===== src/hw/rtl/sbg_pkg.sv =====
// ----------------------------------------------------------------------------
// sbg_pkg
// Shared types, constant tables and the LPS round function of the hash engine.
// ----------------------------------------------------------------------------
`default_nettype none

package sbg_pkg;

  localparam int QDEPTH = 4;
  localparam int QPTR_W = $clog2(QDEPTH);
  localparam int QCNT_W = $clog2(QDEPTH + 1);

  localparam logic [4:0] LPS_STEPS = 5'd25;

  // One queued request: a message word, its byte count and the final flag.
  // A final word is already padded with the 0x01 byte.
  typedef struct packed {
    logic [63:0] word;
    logic [3:0]  nb;
    logic        fin;
  } sbg_item_t;

  localparam logic [7:0] SBOX [256] = '{
    8'hFC,8'hEE,8'hDD,8'h11,8'hCF,8'h6E,8'h31,8'h16,8'hFB,8'hC4,8'hFA,8'hDA,8'h23,8'hC5,8'h04,8'h4D,
    8'hE9,8'h77,8'hF0,8'hDB,8'h93,8'h2E,8'h99,8'hBA,8'h17,8'h36,8'hF1,8'hBB,8'h14,8'hCD,8'h5F,8'hC1,
    8'hF9,8'h18,8'h65,8'h5A,8'hE2,8'h5C,8'hEF,8'h21,8'h81,8'h1C,8'h3C,8'h42,8'h8B,8'h01,8'h8E,8'h4F,
    8'h05,8'h84,8'h02,8'hAE,8'hE3,8'h6A,8'h8F,8'hA0,8'h06,8'h0B,8'hED,8'h98,8'h7F,8'hD4,8'hD3,8'h1F,
    8'hEB,8'h34,8'h2C,8'h51,8'hEA,8'hC8,8'h48,8'hAB,8'hF2,8'h2A,8'h68,8'hA2,8'hFD,8'h3A,8'hCE,8'hCC,
    8'hB5,8'h70,8'h0E,8'h56,8'h08,8'h0C,8'h76,8'h12,8'hBF,8'h72,8'h13,8'h47,8'h9C,8'hB7,8'h5D,8'h87,
    8'h15,8'hA1,8'h96,8'h29,8'h10,8'h7B,8'h9A,8'hC7,8'hF3,8'h91,8'h78,8'h6F,8'h9D,8'h9E,8'hB2,8'hB1,
    8'h32,8'h75,8'h19,8'h3D,8'hFF,8'h35,8'h8A,8'h7E,8'h6D,8'h54,8'hC6,8'h80,8'hC3,8'hBD,8'h0D,8'h57,
    8'hDF,8'hF5,8'h24,8'hA9,8'h3E,8'hA8,8'h43,8'hC9,8'hD7,8'h79,8'hD6,8'hF6,8'h7C,8'h22,8'hB9,8'h03,
    8'hE0,8'h0F,8'hEC,8'hDE,8'h7A,8'h94,8'hB0,8'hBC,8'hDC,8'hE8,8'h28,8'h50,8'h4E,8'h33,8'h0A,8'h4A,
    8'hA7,8'h97,8'h60,8'h73,8'h1E,8'h00,8'h62,8'h44,8'h1A,8'hB8,8'h38,8'h82,8'h64,8'h9F,8'h26,8'h41,
    8'hAD,8'h45,8'h46,8'h92,8'h27,8'h5E,8'h55,8'h2F,8'h8C,8'hA3,8'hA5,8'h7D,8'h69,8'hD5,8'h95,8'h3B,
    8'h07,8'h58,8'hB3,8'h40,8'h86,8'hAC,8'h1D,8'hF7,8'h30,8'h37,8'h6B,8'hE4,8'h88,8'hD9,8'hE7,8'h89,
    8'hE1,8'h1B,8'h83,8'h49,8'h4C,8'h3F,8'hF8,8'hFE,8'h8D,8'h53,8'hAA,8'h90,8'hCA,8'hD8,8'h85,8'h61,
    8'h20,8'h71,8'h67,8'hA4,8'h2D,8'h2B,8'h09,8'h5B,8'hCB,8'h9B,8'h25,8'hD0,8'hBE,8'hE5,8'h6C,8'h52,
    8'h59,8'hA6,8'h74,8'hD2,8'hE6,8'hF4,8'hB4,8'hC0,8'hD1,8'h66,8'hAF,8'hC2,8'h39,8'h4B,8'h63,8'hB6
  };

  // Row 0 is selected by the most significant bit of a word.
  localparam logic [63:0] LMAT [64] = '{
    64'h8e20faa72ba0b470,64'h47107ddd9b505a38,64'had08b0e0c3282d1c,64'hd8045870ef14980e,
    64'h6c022c38f90a4c07,64'h3601161cf205268d,64'h1b8e0b0e798c13c8,64'h83478b07b2468764,
    64'ha011d380818e8f40,64'h5086e740ce47c920,64'h2843fd2067adea10,64'h14aff010bdd87508,
    64'h0ad97808d06cb404,64'h05e23c0468365a02,64'h8c711e02341b2d01,64'h46b60f011a83988e,
    64'h90dab52a387ae76f,64'h486dd4151c3dfdb9,64'h24b86a840e90f0d2,64'h125c354207487869,
    64'h092e94218d243cba,64'h8a174a9ec8121e5d,64'h4585254f64090fa0,64'haccc9ca9328a8950,
    64'h9d4df05d5f661451,64'hc0a878a0a1330aa6,64'h60543c50de970553,64'h302a1e286fc58ca7,
    64'h18150f14b9ec46dd,64'h0c84890ad27623e0,64'h0642ca05693b9f70,64'h0321658cba93c138,
    64'h86275df09ce8aaa8,64'h439da0784e745554,64'hafc0503c273aa42a,64'hd960281e9d1d5215,
    64'he230140fc0802984,64'h71180a8960409a42,64'hb60c05ca30204d21,64'h5b068c651810a89e,
    64'h456c34887a3805b9,64'hac361a443d1c8cd2,64'h561b0d22900e4669,64'h2b838811480723ba,
    64'h9bcf4486248d9f5d,64'hc3e9224312c8c1a0,64'heffa11af0964ee50,64'hf97d86d98a327728,
    64'he4fa2054a80b329c,64'h727d102a548b194e,64'h39b008152acb8227,64'h9258048415eb419d,
    64'h492c024284fbaec0,64'haa16012142f35760,64'h550b8e9e21f7a530,64'ha48b474f9ef5dc18,
    64'h70a6a56e2440598e,64'h3853dc371220a247,64'h1ca76e95091051ad,64'h0edd37c48a08a6d8,
    64'h07e095624504536c,64'h8d70c431ac02a736,64'hc83862965601dd1b,64'h641c314b2b8ee083
  };

  // Round constants, word 0 least significant.
  localparam logic [63:0] RCON [12][8] = '{
    '{64'hdd806559f2a64507,64'h05767436cc744d23,64'ha2422a08a460d315,64'h4b7ce09192676901,
      64'h714eb88d7585c4fc,64'h2f6a76432e45d016,64'hebcb2f81c0657c1f,64'hb1085bda1ecadae9},
    '{64'he679047021b19bb7,64'h55dda21bd7cbcd56,64'h5cb561c2db0aa7ca,64'h9ab5176b12d69958,
      64'h61d55e0f16b50131,64'hf3feea720a232b98,64'h4fe39d460f70b5d7,64'h6fa3b58aa99d2f1a},
    '{64'h991e96f50aba0ab2,64'hc2b6f443867adb31,64'hc1c93a376062db09,64'hd3e20fe490359eb1,
      64'hf2ea7514b1297b7b,64'h06f15e5f529c1f8b,64'h0a39fc286a3d8435,64'hf574dcac2bce2fc7},
    '{64'h220cbebc84e3d12e,64'h3453eaa193e837f1,64'hd8b71333935203be,64'ha9d72c82ed03d675,
      64'h9d721cad685e353f,64'h488e857e335c3c7d,64'hf948e1a05d71e4dd,64'hef1fdfb3e81566d2},
    '{64'h601758fd7c6cfe57,64'h7a56a27ea9ea63f5,64'hdfff00b723271a16,64'hbfcd1747253af5a3,
      64'h359e35d7800fffbd,64'h7f151c1f1686104a,64'h9a3f410c6ca92363,64'h4bea6bacad474799},
    '{64'hfa68407a46647d6e,64'hbf71c57236904f35,64'h0af21f66c2bec6b6,64'hcffaa6b71c9ab7b4,
      64'h187f9ab49af08ec6,64'h2d66c4f95142a46c,64'h6fa4c33b7a3039c0,64'hae4faeae1d3ad3d9},
    '{64'h8886564d3a14d493,64'h3517454ca23c4af3,64'h06476983284a0504,64'h0992abc52d822c37,
      64'hd3473e33197a93c9,64'h399ec6c7e6bf87c9,64'h51ac86febf240954,64'hf4c70e16eeaac5ec},
    '{64'ha47f0dd4bf02e71e,64'h36acc2355951a8d9,64'h69d18d2bd1a5c42f,64'hf4892bcb929b0690,
      64'h89b4443b4ddbc49a,64'h4eb7f8719c36de1e,64'h03e7aa020c6e4141,64'h9b1f5b424d93c9a7},
    '{64'h7bcd9ed0efc889fb,64'h3002c6cd635afe94,64'hd8fa6bbbebab0761,64'h2001802114846679,
      64'h8a1d71efea48b9ca,64'hefbacd1d7d476e98,64'hdea2594ac06fd85d,64'h6bcaa4cd81f32d1b},
    '{64'h378ee767f11631ba,64'hd21380b00449b17a,64'hcda43c32bcdf1d77,64'hf82012d430219f9b,
      64'h5d80ef9d1891cc86,64'he71da4aa88e12852,64'hfaf417d5d9b21b99,64'h48bc924af11bd720},
    '{64'h1b2df381cda4ca6b,64'h5dd86fc04a59a2de,64'h986e477d1dcdbaef,64'hcab948eaef711d8a,
      64'h7966841421800120,64'h6107abebbb6bfad8,64'h94fe5a63cdc60230,64'hfb89c8efd09ecd7b},
    '{64'h20d71bf14a92bc48,64'h991bb2d9d517f4fa,64'h5228e188aaa41de7,64'h86cc91189def805d,
      64'h9b9f2130d41220f8,64'h771ddfbc323ca4cd,64'h7ab14904b08013d2,64'hba3116f167e78e37}
  };

  // S-box, byte transposition and linear map over a 512-bit state.
  function automatic logic [511:0] lps(input logic [511:0] x);
    logic [511:0] r;
    logic [7:0]   v;
    r = '0;
    for (int w = 0; w < 8; w++) begin
      for (int j = 0; j < 8; j++) begin
        v = SBOX[x[64*j + 8*w +: 8]];
        for (int b = 0; b < 8; b++) begin
          if (v[b]) begin
            r[64*w +: 64] = r[64*w +: 64] ^ LMAT[63 - 8*j - b];
          end
        end
      end
    end
    return r;
  endfunction

  function automatic logic [511:0] rcon_row(input logic [3:0] idx);
    logic [511:0] r;
    logic [3:0]   i;
    i = (idx < 4'd12) ? idx : 4'd0;
    for (int w = 0; w < 8; w++) begin
      r[64*w +: 64] = RCON[i][w];
    end
    return r;
  endfunction

endpackage

`default_nettype wire


===== src/hw/rtl/sbg_queue.sv =====
// ----------------------------------------------------------------------------
// sbg_queue
// Short request queue between the front and the compression back end.
// ----------------------------------------------------------------------------
`default_nettype none

module sbg_queue (
  input  wire logic              clk,
  input  wire logic              rst,
  input  wire logic              push_valid,
  input  wire sbg_pkg::sbg_item_t push_item,
  output logic                   push_ready,
  output logic                   pop_valid,
  output sbg_pkg::sbg_item_t     pop_item,
  input  wire logic              pop_ready
);
  import sbg_pkg::*;

  sbg_item_t           slots [QDEPTH];
  logic [QPTR_W-1:0]   wr_ptr;
  logic [QPTR_W-1:0]   rd_ptr;
  logic [QCNT_W-1:0]   count;
  logic                do_push;
  logic                do_pop;

  assign push_ready = count != QCNT_W'(QDEPTH);
  assign pop_valid  = count != '0;
  assign pop_item   = slots[rd_ptr];
  assign do_push    = push_valid && push_ready;
  assign do_pop     = pop_valid && pop_ready;

  always_ff @(posedge clk) begin
    if (do_push) begin
      slots[wr_ptr] <= push_item;
    end
  end

  always_ff @(posedge clk) begin
    if (rst) begin
      wr_ptr <= '0;
      rd_ptr <= '0;
      count  <= '0;
    end else begin
      if (do_push) begin
        wr_ptr <= wr_ptr + 1'b1;
      end
      if (do_pop) begin
        rd_ptr <= rd_ptr + 1'b1;
      end
      if (do_push && !do_pop) begin
        count <= count + 1'b1;
      end else if (do_pop && !do_push) begin
        count <= count - 1'b1;
      end
    end
  end

endmodule

`default_nettype wire


===== config.mk =====
export PLATFORM = sky130hd
export DESIGN_NAME = sbg_queue
export DESIGN_NICKNAME = d
export VERILOG_FILES = /design/src/hw/rtl/sbg_pkg.sv /design/src/hw/rtl/sbg_queue.sv
export SDC_FILE = /design/constraint.sdc
export NUM_CORES = 1
export LEC_CHECK = 0
export ABC_AREA = 1
export ABC_CLOCK_PERIOD_IN_PS = 4800
export BUFFER_PORTS_ARGS = -buffer_cell sky130_fd_sc_hd__buf_2
export CORE_AREA = 2 2 178 180
export CTS_BUF_LIST = sky130_fd_sc_hd__clkbuf_8
export DETAILED_ROUTE_END_ITERATION = 16
export DIE_AREA = 0 0 180 182
export HOLD_SLACK_MARGIN = 0.08
export PLACE_DENSITY = 0.58
export SYNTH_ARGS = -nofsm -noshare
export SYNTH_HDL_FRONTEND = slang
export SYNTH_SLANG_ARGS = --single-unit

===== constraint.sdc =====
create_clock -name clk -period 4.8 [get_ports clk]
set_input_delay 0.96 -clock clk [delete_from_list [all_inputs] [get_ports clk]]
set_output_delay 0.96 -clock clk [all_outputs]
set_load 0.02 [all_outputs]

==> run metrics <==
final hold violation count 0; initial antenna violation count 3; Remaining Overflow, GRT 0; Post-CTS Setup Inserts 0; Final Power 6.86 mW; Root Driver clkbuf_8; Syn Std Cell Area 0.0107 mm2; CP bufs+invs 2; core area 0.0310 mm2; Post-Synth Adder-Cell Area 0.770%; Final Max Tran Viols 0; crit share post-route 76.8%; Die X 180 um; Slowest cell on crit path dfxtp_4; critical path startpoint category flip-flop; CTS buffer count 47; Top Ports 144; Cells after Synth 735; unrepaired setup endpoints after global routing no; worst endpoint required time 3.84 ns; area share of xor/xnor cells in the synthesized design 0.0817%; HP Start rd_ptr[1]$_SDFFE_PP0P_; crit path max fanout 80; maximum buffer depth of the clock tree 3; Post-DP HPWL 12.4 mm; Area after DPL 0.0118 mm2; number of global-route vias before repair 6240; worst path arrival time 2.72 ns; crit-path leading delay family buffers and inverters; Area Growth Syn to Fin 18.4%; setup ws final 1.12 ns; max-cap violation count 0; Worst-Margin Slew 1.10 ns; PortBufs 143; fmax 271 MHz; FF-to-FF setup slack 2.40 ns; clk slew on worst S/H paths 0.05 ns; DR vias 6409; Yosys warnings 0; Leak Pwr 4.48 nW; Tot GR Track Use 13.7%; CP Class reg -> out; largest net degree at the start of global routing 81; post-synthesis sequential area ratio 79.0%; Initial Util 34.6%; pre-CTS setup slack 1.62 ns; peak supply drop 0.258 mV; Layout Cells excl Fill 1335; final WL 22.9 mm; Netlist cell types 22; Cell Chain, Critical Path buf_4 -> o21ai_0 -> o22ai_1 -> buf_2; global-route wire length before repair 34.8 mm; power per cell area 541 mW/mm2; fraction of layout cells with a size suffix above 1 23.8%; post-layout instance area 0.0127 mm2; antenna-violating nets left 0; drt first-iter violations 389; cts repair resizes 0; DRC 0; Reg-to-Reg Start count[0]$_SDFFE_PP0P_; post-synthesis simple-gate area fraction 6.11%; Synth Area in Compound Gates 10.7%; Avg Synthesized Cell Area 14.6 um2; Fin Clk Skew 0.0145 ns; Reg2Reg Depth 5; nets 975; Final min period 3.68 ns; WL per Instance 17.2 um; Die Height 182 um; critical path's largest stage delay 0.74 ns; DR vias/cell 4.80; Final Setup Violations 0; syn nets 814; Final Hold Slack 0.500 ns; hold path depth 2; DRT Pass-1 Iters 5; Final Util 41.0%; Hold Crit Class reg -> reg; Rel. slew slack 26.4%; die area 0.0328 mm2; CP endpoint kind output port; gpl congestion 0.722; Hold-fix buffers, CTS 0; largest family of logic cells by synthesized area compound AO/OA/AOI/OAI gates; setup TNS 0 ns; Worst R2R End slots[2][35]$_DFFE_PP_; clock latency on the worst-skew pair 0.55 ns; Yosys reg bits 285; mux cell area share after synthesis 0%; clk sink count 285; placed insts 1249; status complete, no violations; row cnt 65; H-tree depth 2; CTS tree yes
-- placed cells by master (no fill, tap or decap), drive strengths merged --
cell	instances
diode	2
fa	1
o22ai	69
inv	32
bufinv	2
buf	156
nor2	152
clkinv	17
nand3b	1
nand2	15
ha	5
dfxtp	9
clkbuf	49
xor2	1
nand3	4
edfxtp	276
o21ai	139
a21oi	3
-- worst min-delay path: cells and delay by family (launching register included) --
| family | cells | cell delay (ns) |
|---|---|---|
| AND/OR/NAND/NOR | 1 | 0.06 |
| AO/OA/AOI/OAI | 1 | 0.07 |
| flip-flops | 1 | 0.32 |
-- Yosys cell counts --
cell / number / share of area, %
buf_6: 11 / 1.2
a21oi_1: 3 / 0.14
fa_1: 1 / 0.19
nand3_1: 4 / 0.19
dfxtp_1: 9 / 1.7
inv_4: 1 / 0.058
xor2_1: 1 / 0.082
clkbuf_2: 3 / 0.14
nand2_1: 15 / 0.53
o21ai_1: 52 / 2.4
buf_8: 1 / 0.14
edfxtp_1: 276 / 77
clkbuf_1: 14 / 0.49
nand3b_1: 1 / 0.070
ha_1: 5 / 0.58
nor2_1: 152 / 5.3
inv_1: 14 / 0.49
o22ai_1: 69 / 4.0
buf_2: 8 / 0.37
inv_2: 1 / 0.035
buf_4: 7 / 0.49
o21ai_0: 87 / 4.1
-- flip-flops by register name, indices dropped and copies added (netlist names), named ones only --
| register | cells |
|---|---|
| wr_ptr | 2 |
| slots | 276 |
| rd_ptr | 2 |
| count | 3 |
-- per-layer routing --
layer  GRT usage [%]  vias up  share of wire [%]
met5               0        -                  0
met4            4.26        0                2.0
met3            4.35       34                6.7
met2            23.4      175                 49
met1            16.7     3113                 42
li1                -     3087                  -
-- worst max-delay path by stage --
stage | startpoint | to | cells past startpoint
floorplan | push_valid | slots[0][0]$_DFFE_PP_ | 2
global placement | flip-flop | pop_item[15] | 4
detailed placement | flip-flop | pop_item[15] | 4
CTS | flip-flop | pop_item[15] | 4
global route | flip-flop | pop_item[24] | 4
finish | flip-flop | pop_item[15] | 4
-- kinds of logic after synthesis --
| family | count (synthesis) |
|---|---|
| xor+xnor | 1 |
| compound gates | 211 |
| simple gates | 172 |
| fa+ha+maj | 6 |
| flops | 285 |
| buf+inv | 60 |
-- where the power goes --
| part | switching (mW) | internal (mW) | leakage [nW] |
|---|---|---|---|
| logic | 1.23 | 0.517 | 1.37 |
| clock network | 0.919 | 1.06 | 0.501 |
| registers | 0.110 | 3.03 | 2.60 |
| total | 2.26 | 4.60 | 4.48 |
-- cell type report --
| cell class | instances | area [um2] |
|---|---|---|
| fill | 2861 | 18300 |
| sequential | 285 | 8470 |
| multi-input combinational | 390 | 1920 |
| timing repair buffer | 156 | 851 |
| clock buffer | 49 | 674 |
| tap | 402 | 503 |
| clock inverter | 35 | 206 |
| inverter | 16 | 62.6 |
| antenna | 2 | 5.00 |
Note: power is estimated with default switching activity, not from simulation.
