[config.mk]
export PLATFORM = sky130hd
export DESIGN_NAME = sbg_front
export DESIGN_NICKNAME = d
export VERILOG_FILES = /design/src/hw/rtl/sbg_pkg.sv /design/src/hw/rtl/sbg_front.sv
export SDC_FILE = /design/constraint.sdc
export NUM_CORES = 1
export LEC_CHECK = 0
export CAP_MARGIN = 20
export CELL_PAD_IN_SITES_DETAIL_PLACEMENT = 0
export CELL_PAD_IN_SITES_GLOBAL_PLACEMENT = 2
export CORE_MARGIN = 1.5
export CORE_UTILIZATION = 27
export CTS_CLUSTER_DIAMETER = 200
export CTS_CLUSTER_SIZE = 24
export DETAILED_ROUTE_END_ITERATION = 12
export DONT_BUFFER_PORTS = 1
export GPL_ROUTABILITY_DRIVEN = 0
export GPL_TIMING_DRIVEN = 0
export HOLD_SLACK_MARGIN = 0.03
export PLACE_DENSITY = 0.84
export SYNTH_ARGS = -nofsm -noshare
export SYNTH_HDL_FRONTEND = slang
export SYNTH_SLANG_ARGS = --single-unit
[constraint.sdc]
create_clock -name clk -period 6.2 [get_ports clk]
set_input_delay 1.24 -clock clk [delete_from_list [all_inputs] [get_ports clk]]
set_output_delay 1.24 -clock clk [all_outputs]
set_load 0.005 [all_outputs]
[src/hw/rtl/sbg_pkg.sv]
// ----------------------------------------------------------------------------
// sbg_pkg
// Shared types, constant tables and the LPS round function of the hash engine.
// ----------------------------------------------------------------------------
`default_nettype none

package sbg_pkg;

  localparam int QDEPTH = 4;
  localparam int QPTR_W = $clog2(QDEPTH);
  localparam int QCNT_W = $clog2(QDEPTH + 1);

  localparam logic [4:0] LPS_STEPS = 5'd25;

  // One queued request: a message word, its byte count and the final flag.
  // A final word is already padded with the 0x01 byte.
  typedef struct packed {
    logic [63:0] word;
    logic [3:0]  nb;
    logic        fin;
  } sbg_item_t;

  localparam logic [7:0] SBOX [256] = '{
    8'hFC,8'hEE,8'hDD,8'h11,8'hCF,8'h6E,8'h31,8'h16,8'hFB,8'hC4,8'hFA,8'hDA,8'h23,8'hC5,8'h04,8'h4D,
    8'hE9,8'h77,8'hF0,8'hDB,8'h93,8'h2E,8'h99,8'hBA,8'h17,8'h36,8'hF1,8'hBB,8'h14,8'hCD,8'h5F,8'hC1,
    8'hF9,8'h18,8'h65,8'h5A,8'hE2,8'h5C,8'hEF,8'h21,8'h81,8'h1C,8'h3C,8'h42,8'h8B,8'h01,8'h8E,8'h4F,
    8'h05,8'h84,8'h02,8'hAE,8'hE3,8'h6A,8'h8F,8'hA0,8'h06,8'h0B,8'hED,8'h98,8'h7F,8'hD4,8'hD3,8'h1F,
    8'hEB,8'h34,8'h2C,8'h51,8'hEA,8'hC8,8'h48,8'hAB,8'hF2,8'h2A,8'h68,8'hA2,8'hFD,8'h3A,8'hCE,8'hCC,
    8'hB5,8'h70,8'h0E,8'h56,8'h08,8'h0C,8'h76,8'h12,8'hBF,8'h72,8'h13,8'h47,8'h9C,8'hB7,8'h5D,8'h87,
    8'h15,8'hA1,8'h96,8'h29,8'h10,8'h7B,8'h9A,8'hC7,8'hF3,8'h91,8'h78,8'h6F,8'h9D,8'h9E,8'hB2,8'hB1,
    8'h32,8'h75,8'h19,8'h3D,8'hFF,8'h35,8'h8A,8'h7E,8'h6D,8'h54,8'hC6,8'h80,8'hC3,8'hBD,8'h0D,8'h57,
    8'hDF,8'hF5,8'h24,8'hA9,8'h3E,8'hA8,8'h43,8'hC9,8'hD7,8'h79,8'hD6,8'hF6,8'h7C,8'h22,8'hB9,8'h03,
    8'hE0,8'h0F,8'hEC,8'hDE,8'h7A,8'h94,8'hB0,8'hBC,8'hDC,8'hE8,8'h28,8'h50,8'h4E,8'h33,8'h0A,8'h4A,
    8'hA7,8'h97,8'h60,8'h73,8'h1E,8'h00,8'h62,8'h44,8'h1A,8'hB8,8'h38,8'h82,8'h64,8'h9F,8'h26,8'h41,
    8'hAD,8'h45,8'h46,8'h92,8'h27,8'h5E,8'h55,8'h2F,8'h8C,8'hA3,8'hA5,8'h7D,8'h69,8'hD5,8'h95,8'h3B,
    8'h07,8'h58,8'hB3,8'h40,8'h86,8'hAC,8'h1D,8'hF7,8'h30,8'h37,8'h6B,8'hE4,8'h88,8'hD9,8'hE7,8'h89,
    8'hE1,8'h1B,8'h83,8'h49,8'h4C,8'h3F,8'hF8,8'hFE,8'h8D,8'h53,8'hAA,8'h90,8'hCA,8'hD8,8'h85,8'h61,
    8'h20,8'h71,8'h67,8'hA4,8'h2D,8'h2B,8'h09,8'h5B,8'hCB,8'h9B,8'h25,8'hD0,8'hBE,8'hE5,8'h6C,8'h52,
    8'h59,8'hA6,8'h74,8'hD2,8'hE6,8'hF4,8'hB4,8'hC0,8'hD1,8'h66,8'hAF,8'hC2,8'h39,8'h4B,8'h63,8'hB6
  };

  // Row 0 is selected by the most significant bit of a word.
  localparam logic [63:0] LMAT [64] = '{
    64'h8e20faa72ba0b470,64'h47107ddd9b505a38,64'had08b0e0c3282d1c,64'hd8045870ef14980e,
    64'h6c022c38f90a4c07,64'h3601161cf205268d,64'h1b8e0b0e798c13c8,64'h83478b07b2468764,
    64'ha011d380818e8f40,64'h5086e740ce47c920,64'h2843fd2067adea10,64'h14aff010bdd87508,
    64'h0ad97808d06cb404,64'h05e23c0468365a02,64'h8c711e02341b2d01,64'h46b60f011a83988e,
    64'h90dab52a387ae76f,64'h486dd4151c3dfdb9,64'h24b86a840e90f0d2,64'h125c354207487869,
    64'h092e94218d243cba,64'h8a174a9ec8121e5d,64'h4585254f64090fa0,64'haccc9ca9328a8950,
    64'h9d4df05d5f661451,64'hc0a878a0a1330aa6,64'h60543c50de970553,64'h302a1e286fc58ca7,
    64'h18150f14b9ec46dd,64'h0c84890ad27623e0,64'h0642ca05693b9f70,64'h0321658cba93c138,
    64'h86275df09ce8aaa8,64'h439da0784e745554,64'hafc0503c273aa42a,64'hd960281e9d1d5215,
    64'he230140fc0802984,64'h71180a8960409a42,64'hb60c05ca30204d21,64'h5b068c651810a89e,
    64'h456c34887a3805b9,64'hac361a443d1c8cd2,64'h561b0d22900e4669,64'h2b838811480723ba,
    64'h9bcf4486248d9f5d,64'hc3e9224312c8c1a0,64'heffa11af0964ee50,64'hf97d86d98a327728,
    64'he4fa2054a80b329c,64'h727d102a548b194e,64'h39b008152acb8227,64'h9258048415eb419d,
    64'h492c024284fbaec0,64'haa16012142f35760,64'h550b8e9e21f7a530,64'ha48b474f9ef5dc18,
    64'h70a6a56e2440598e,64'h3853dc371220a247,64'h1ca76e95091051ad,64'h0edd37c48a08a6d8,
    64'h07e095624504536c,64'h8d70c431ac02a736,64'hc83862965601dd1b,64'h641c314b2b8ee083
  };

  // Round constants, word 0 least significant.
  localparam logic [63:0] RCON [12][8] = '{
    '{64'hdd806559f2a64507,64'h05767436cc744d23,64'ha2422a08a460d315,64'h4b7ce09192676901,
      64'h714eb88d7585c4fc,64'h2f6a76432e45d016,64'hebcb2f81c0657c1f,64'hb1085bda1ecadae9},
    '{64'he679047021b19bb7,64'h55dda21bd7cbcd56,64'h5cb561c2db0aa7ca,64'h9ab5176b12d69958,
      64'h61d55e0f16b50131,64'hf3feea720a232b98,64'h4fe39d460f70b5d7,64'h6fa3b58aa99d2f1a},
    '{64'h991e96f50aba0ab2,64'hc2b6f443867adb31,64'hc1c93a376062db09,64'hd3e20fe490359eb1,
      64'hf2ea7514b1297b7b,64'h06f15e5f529c1f8b,64'h0a39fc286a3d8435,64'hf574dcac2bce2fc7},
    '{64'h220cbebc84e3d12e,64'h3453eaa193e837f1,64'hd8b71333935203be,64'ha9d72c82ed03d675,
      64'h9d721cad685e353f,64'h488e857e335c3c7d,64'hf948e1a05d71e4dd,64'hef1fdfb3e81566d2},
    '{64'h601758fd7c6cfe57,64'h7a56a27ea9ea63f5,64'hdfff00b723271a16,64'hbfcd1747253af5a3,
      64'h359e35d7800fffbd,64'h7f151c1f1686104a,64'h9a3f410c6ca92363,64'h4bea6bacad474799},
    '{64'hfa68407a46647d6e,64'hbf71c57236904f35,64'h0af21f66c2bec6b6,64'hcffaa6b71c9ab7b4,
      64'h187f9ab49af08ec6,64'h2d66c4f95142a46c,64'h6fa4c33b7a3039c0,64'hae4faeae1d3ad3d9},
    '{64'h8886564d3a14d493,64'h3517454ca23c4af3,64'h06476983284a0504,64'h0992abc52d822c37,
      64'hd3473e33197a93c9,64'h399ec6c7e6bf87c9,64'h51ac86febf240954,64'hf4c70e16eeaac5ec},
    '{64'ha47f0dd4bf02e71e,64'h36acc2355951a8d9,64'h69d18d2bd1a5c42f,64'hf4892bcb929b0690,
      64'h89b4443b4ddbc49a,64'h4eb7f8719c36de1e,64'h03e7aa020c6e4141,64'h9b1f5b424d93c9a7},
    '{64'h7bcd9ed0efc889fb,64'h3002c6cd635afe94,64'hd8fa6bbbebab0761,64'h2001802114846679,
      64'h8a1d71efea48b9ca,64'hefbacd1d7d476e98,64'hdea2594ac06fd85d,64'h6bcaa4cd81f32d1b},
    '{64'h378ee767f11631ba,64'hd21380b00449b17a,64'hcda43c32bcdf1d77,64'hf82012d430219f9b,
      64'h5d80ef9d1891cc86,64'he71da4aa88e12852,64'hfaf417d5d9b21b99,64'h48bc924af11bd720},
    '{64'h1b2df381cda4ca6b,64'h5dd86fc04a59a2de,64'h986e477d1dcdbaef,64'hcab948eaef711d8a,
      64'h7966841421800120,64'h6107abebbb6bfad8,64'h94fe5a63cdc60230,64'hfb89c8efd09ecd7b},
    '{64'h20d71bf14a92bc48,64'h991bb2d9d517f4fa,64'h5228e188aaa41de7,64'h86cc91189def805d,
      64'h9b9f2130d41220f8,64'h771ddfbc323ca4cd,64'h7ab14904b08013d2,64'hba3116f167e78e37}
  };

  // S-box, byte transposition and linear map over a 512-bit state.
  function automatic logic [511:0] lps(input logic [511:0] x);
    logic [511:0] r;
    logic [7:0]   v;
    r = '0;
    for (int w = 0; w < 8; w++) begin
      for (int j = 0; j < 8; j++) begin
        v = SBOX[x[64*j + 8*w +: 8]];
        for (int b = 0; b < 8; b++) begin
          if (v[b]) begin
            r[64*w +: 64] = r[64*w +: 64] ^ LMAT[63 - 8*j - b];
          end
        end
      end
    end
    return r;
  endfunction

  function automatic logic [511:0] rcon_row(input logic [3:0] idx);
    logic [511:0] r;
    logic [3:0]   i;
    i = (idx < 4'd12) ? idx : 4'd0;
    for (int w = 0; w < 8; w++) begin
      r[64*w +: 64] = RCON[i][w];
    end
    return r;
  endfunction

endpackage

`default_nettype wire

[src/hw/rtl/sbg_front.sv]
// ----------------------------------------------------------------------------
// sbg_front
// Accepts message words, clips the byte count and pads the final word.
// ----------------------------------------------------------------------------
`default_nettype none

module sbg_front (
  input  wire logic              clk,
  input  wire logic              rst,
  input  wire logic              in_valid,
  output logic                   in_ready,
  input  wire logic [63:0]       msg_word,
  input  wire logic [3:0]        word_bytes,
  input  wire logic              last_word,
  output logic                   push_valid,
  output sbg_pkg::sbg_item_t     push_item,
  input  wire logic              push_ready
);
  import sbg_pkg::*;

  logic       pend;
  logic [3:0] nbc;
  logic [63:0] padded;

  assign nbc = (word_bytes > 4'd8) ? 4'd8 : word_bytes;

  always_comb begin
    padded = '0;
    for (int i = 0; i < 8; i++) begin
      if (4'(i) < nbc) begin
        padded[8*i +: 8] = msg_word[8*i +: 8];
      end
    end
    if (nbc < 4'd8) begin
      padded[8*nbc[2:0] +: 8] = 8'h01;
    end
  end

  assign in_ready   = push_ready && !pend;
  assign push_valid = pend || in_valid;

  always_comb begin
    if (pend) begin
      // A final word with eight bytes is followed by a block holding only padding.
      push_item = '{word: 64'h1, nb: 4'd0, fin: 1'b1};
    end else if (last_word && nbc < 4'd8) begin
      push_item = '{word: padded, nb: nbc, fin: 1'b1};
    end else begin
      push_item = '{word: msg_word, nb: 4'd8, fin: 1'b0};
    end
  end

  always_ff @(posedge clk) begin
    if (rst) begin
      pend <= 1'b0;
    end else if (pend) begin
      if (push_ready) begin
        pend <= 1'b0;
      end
    end else if (in_valid && in_ready && last_word && nbc == 4'd8) begin
      pend <= 1'b1;
    end
  end

endmodule

`default_nettype wire

==> results.sh <==
export IMPL_status="complete, no violations"
export IMPL_drt_pass1_iterations=4
export IMPL_postCtsHoldBufs=0
export IMPL_overflow=0
export IMPL_hold_end="pend$_SDFF_PP0_"
export IMPL_power_per_cell_area_mw_per_mm2=76.7
export IMPL_timing_max_cap_violations=0
export IMPL_max_freq_mhz=232
export IMPL_ys_seq_area_share_pct=2.14
export IMPL_placed_cell_area_um2=993
export IMPL_final_area_um2=993
export IMPL_critPathMaxStageDelay_ns=0.49
export IMPL_ir_worst_vdd_uv=38.3
export IMPL_vias=1007
export IMPL_met2_length_mm=1.65
export IMPL_clk_pin_slew_ns=0
export IMPL_wl_met3_um=267
export IMPL_die_h_um=61.9
export IMPL_cp_max_fo=10
export IMPL_hold_path_startpoint="pend$_SDFF_PP0_"
export IMPL_finalNetCount=207
export IMPL_crit_family="simple AND/OR/NAND/NOR gates"
export IMPL_worstPathRequired_ns=4.96
export IMPL_r2r_end="pend$_SDFF_PP0_"
export IMPL_grt_max_degree=11
export IMPL_routed_top_layer="met3"
export IMPL_rr_startpoint="pend$_SDFF_PP0_"
export IMPL_instances_no_fill=175
export IMPL_final_hold_viol_count=0
export IMPL_core_area_mm2=0.00334
export IMPL_io_pin_count=144
export IMPL_routed_wl_mm=3.10
export IMPL_synth_cell_types=37
export IMPL_reg2regPathDepth=4
export IMPL_r2r_slack_ns=5.19
export IMPL_wl_per_cell_um=17.7
export IMPL_rows=21
export IMPL_drt_met1_wl_mm=1.18
export IMPL_path_depth=7
export IMPL_crit_slowest_cell="a311oi_2"
export IMPL_dieArea_mm2=0.00383
export IMPL_post_cts_buffers=0
export IMPL_synth_flop_cell="dfxtp_1"
export IMPL_grt_pass1_vias=846
export IMPL_ant_nets=0
export IMPL_relSlewSlack_pct=66.4
export IMPL_die_x_um=61.9
export IMPL_drt_iter0_markers=21
export IMPL_grt_pass1_wl_mm=4.00
export IMPL_yosysWarnings=0
export IMPL_synthToLayoutAreaGrowth_pct=6.15
export IMPL_top_register="pend"
export IMPL_syn_nets=205
export IMPL_drc_errors=0
export IMPL_drv_slew=0
export IMPL_start_kind="primary input"
export IMPL_worstHoldPathCells=3
export IMPL_fin_worst_skew_ns=0
export IMPL_viasPerCell=5.75
export IMPL_setup_worst_path_end_class="output pin"
export IMPL_critical_path_buf_inv_count=1
export IMPL_placed_cells=175
export IMPL_power_leakage_nw=0.389
export IMPL_syn_avg_cell_area_um2=7.26
export IMPL_port_buffers=0
export IMPL_drive_gt1_share_pct=13.2
export IMPL_antenna_found_initial=0
export IMPL_largest_reg_flops=1
export IMPL_arrival_ns=3.06
export IMPL_min_path_type="reg2reg"
export IMPL_worstSetupPathType="in2out"
export IMPL_syn_cell_area_um2=936
export IMPL_fin_crit_ns=4.30
export IMPL_yosys_register_bits=1
export IMPL_async_reset_ff_share_pct=0
export IMPL_fin_crit_sh_pct=69.4
export IMPL_reg_top3="pend x1"
export IMPL_diodes=0
export IMPL_worstMarginPinSlew_ns=0.496
export IMPL_grt_use_total_pct=13.7
export IMPL_dp_hpwl_mm=2.70
export IMPL_whs_ns=0.698
export IMPL_synthCells=129
export IMPL_clk_latency_ns=0
export IMPL_start_util_pct=28.0
export IMPL_crit_chain="buf_6 -> nand2b_1 -> ha_1 -> ha_1 -> and2_1 -> a311oi_2 -> and2_1"
export IMPL_rsz0062_at_grt="false"
export IMPL_synth_edf_count=0
export IMPL_finalSetupViolations=0
export IMPL_cts_resized=0
export IMPL_tns_ns=0
[synth_stat cells, types with 2 or more instances]
library cell	n	area share (%)
nor2_1	2	0.80
buf_6	2	2.4
nor2b_1	5	3.3
nor4b_1	2	1.9
clkbuf_1	3	1.2
a221oi_4	2	5.6
nand2_1	5	2.0
and3_1	11	7.4
buf_2	4	2.1
a21oi_1	5	2.7
nand2b_1	6	4.0
o21ai_1	2	1.1
and2_1	36	24
ha_1	3	4.0
inv_1	5	2.0
nor3b_1	14	11
nor4b_2	2	3.2
[cells in the final DEF, fill, tap and decap left out, drive strengths merged]
cell type | netlist | layout
a211oi | 1 | 1
a21boi | 1 | 1
a21o | 1 | 1
a21oi | 5 | 5
a221o | 1 | 1
a221oi | 3 | 3
a22oi | 1 | 1
a311oi | 1 | 1
a32o | 1 | 1
and2 | 36 | 36
and3 | 11 | 11
and3b | 1 | 1
buf | 6 | 6
clkbuf | 3 | 3
dfxtp | 1 | 1
ha | 3 | 3
inv | 6 | 6
nand2 | 5 | 5
nand2b | 6 | 6
nand3 | 1 | 1
nand4 | 1 | 1
nor2 | 2 | 2
nor2b | 5 | 5
nor3 | 1 | 1
nor3b | 15 | 15
nor4b | 4 | 4
o21a | 1 | 1
o21ai | 3 | 3
o2bb2ai | 1 | 1
or2 | 2 | 2
[worst max-delay path by stage]
stage                        from             to  slack (ns)
floorplan           word_bytes[3]  push_item[22]        2.14
global placement    word_bytes[3]  push_item[24]        1.96
detailed placement  word_bytes[3]  push_item[28]        1.90
CTS                 word_bytes[3]  push_item[28]        1.90
global route        word_bytes[3]  push_item[28]        1.70
finish              word_bytes[3]  push_item[28]        1.90
[metal layers]
layer	up-vias	GRT usage [%]
li1	452	-
met1	467	16.7
met2	88	26.9
met3	0	1.45
met4	0	0.608
met5	-	0
[layout make-up]
| type | count | area, µm² |
|---|---|---|
| Fill cell | 366 | 2340 |
| Multi-Input combinational cell | 113 | 840 |
| Tap cell | 46 | 57.6 |
| Buffer | 9 | 53.8 |
| Inverter | 6 | 22.5 |
| Sequential cell | 1 | 20.0 |
[power by group]
group          leakage, nW  internal [mW]  switching, mW
Sequential         0.00811        0.00672      0.0000227
Clock                    0              0              0
Combinational        0.381         0.0297         0.0397
[cell families after synthesis]
family | after synthesis | synth area share [%]
AO/OA/AOI/OAI | 20 | 21.5
adder cells (fa/ha/maj) | 3 | 4.01
buffers and inverters | 15 | 8.15
flip-flops | 1 | 2.14
AND/OR/NAND/NOR | 90 | 64.2
[worst min-delay path, stage by stage (launching register included)]
cell and delay, ns:
dfxtp_1 0.27, buf_2 0.21, nand2b_1 0.11, a21oi_1 0.06
[metrics by stage]
stage	power, mW	util (%)	setup slack (ns)
final	0.0762	29.8	1.90
after global routing	0.0864	29.8	1.70
after CTS	0.0772	29.8	1.90
after detailed placement	0.0767	29.8	1.90
after global placement	0.0767	29.8	1.96
after floorplan	0.0660	-	2.14
Note: power is estimated with default switching activity, not from simulation.
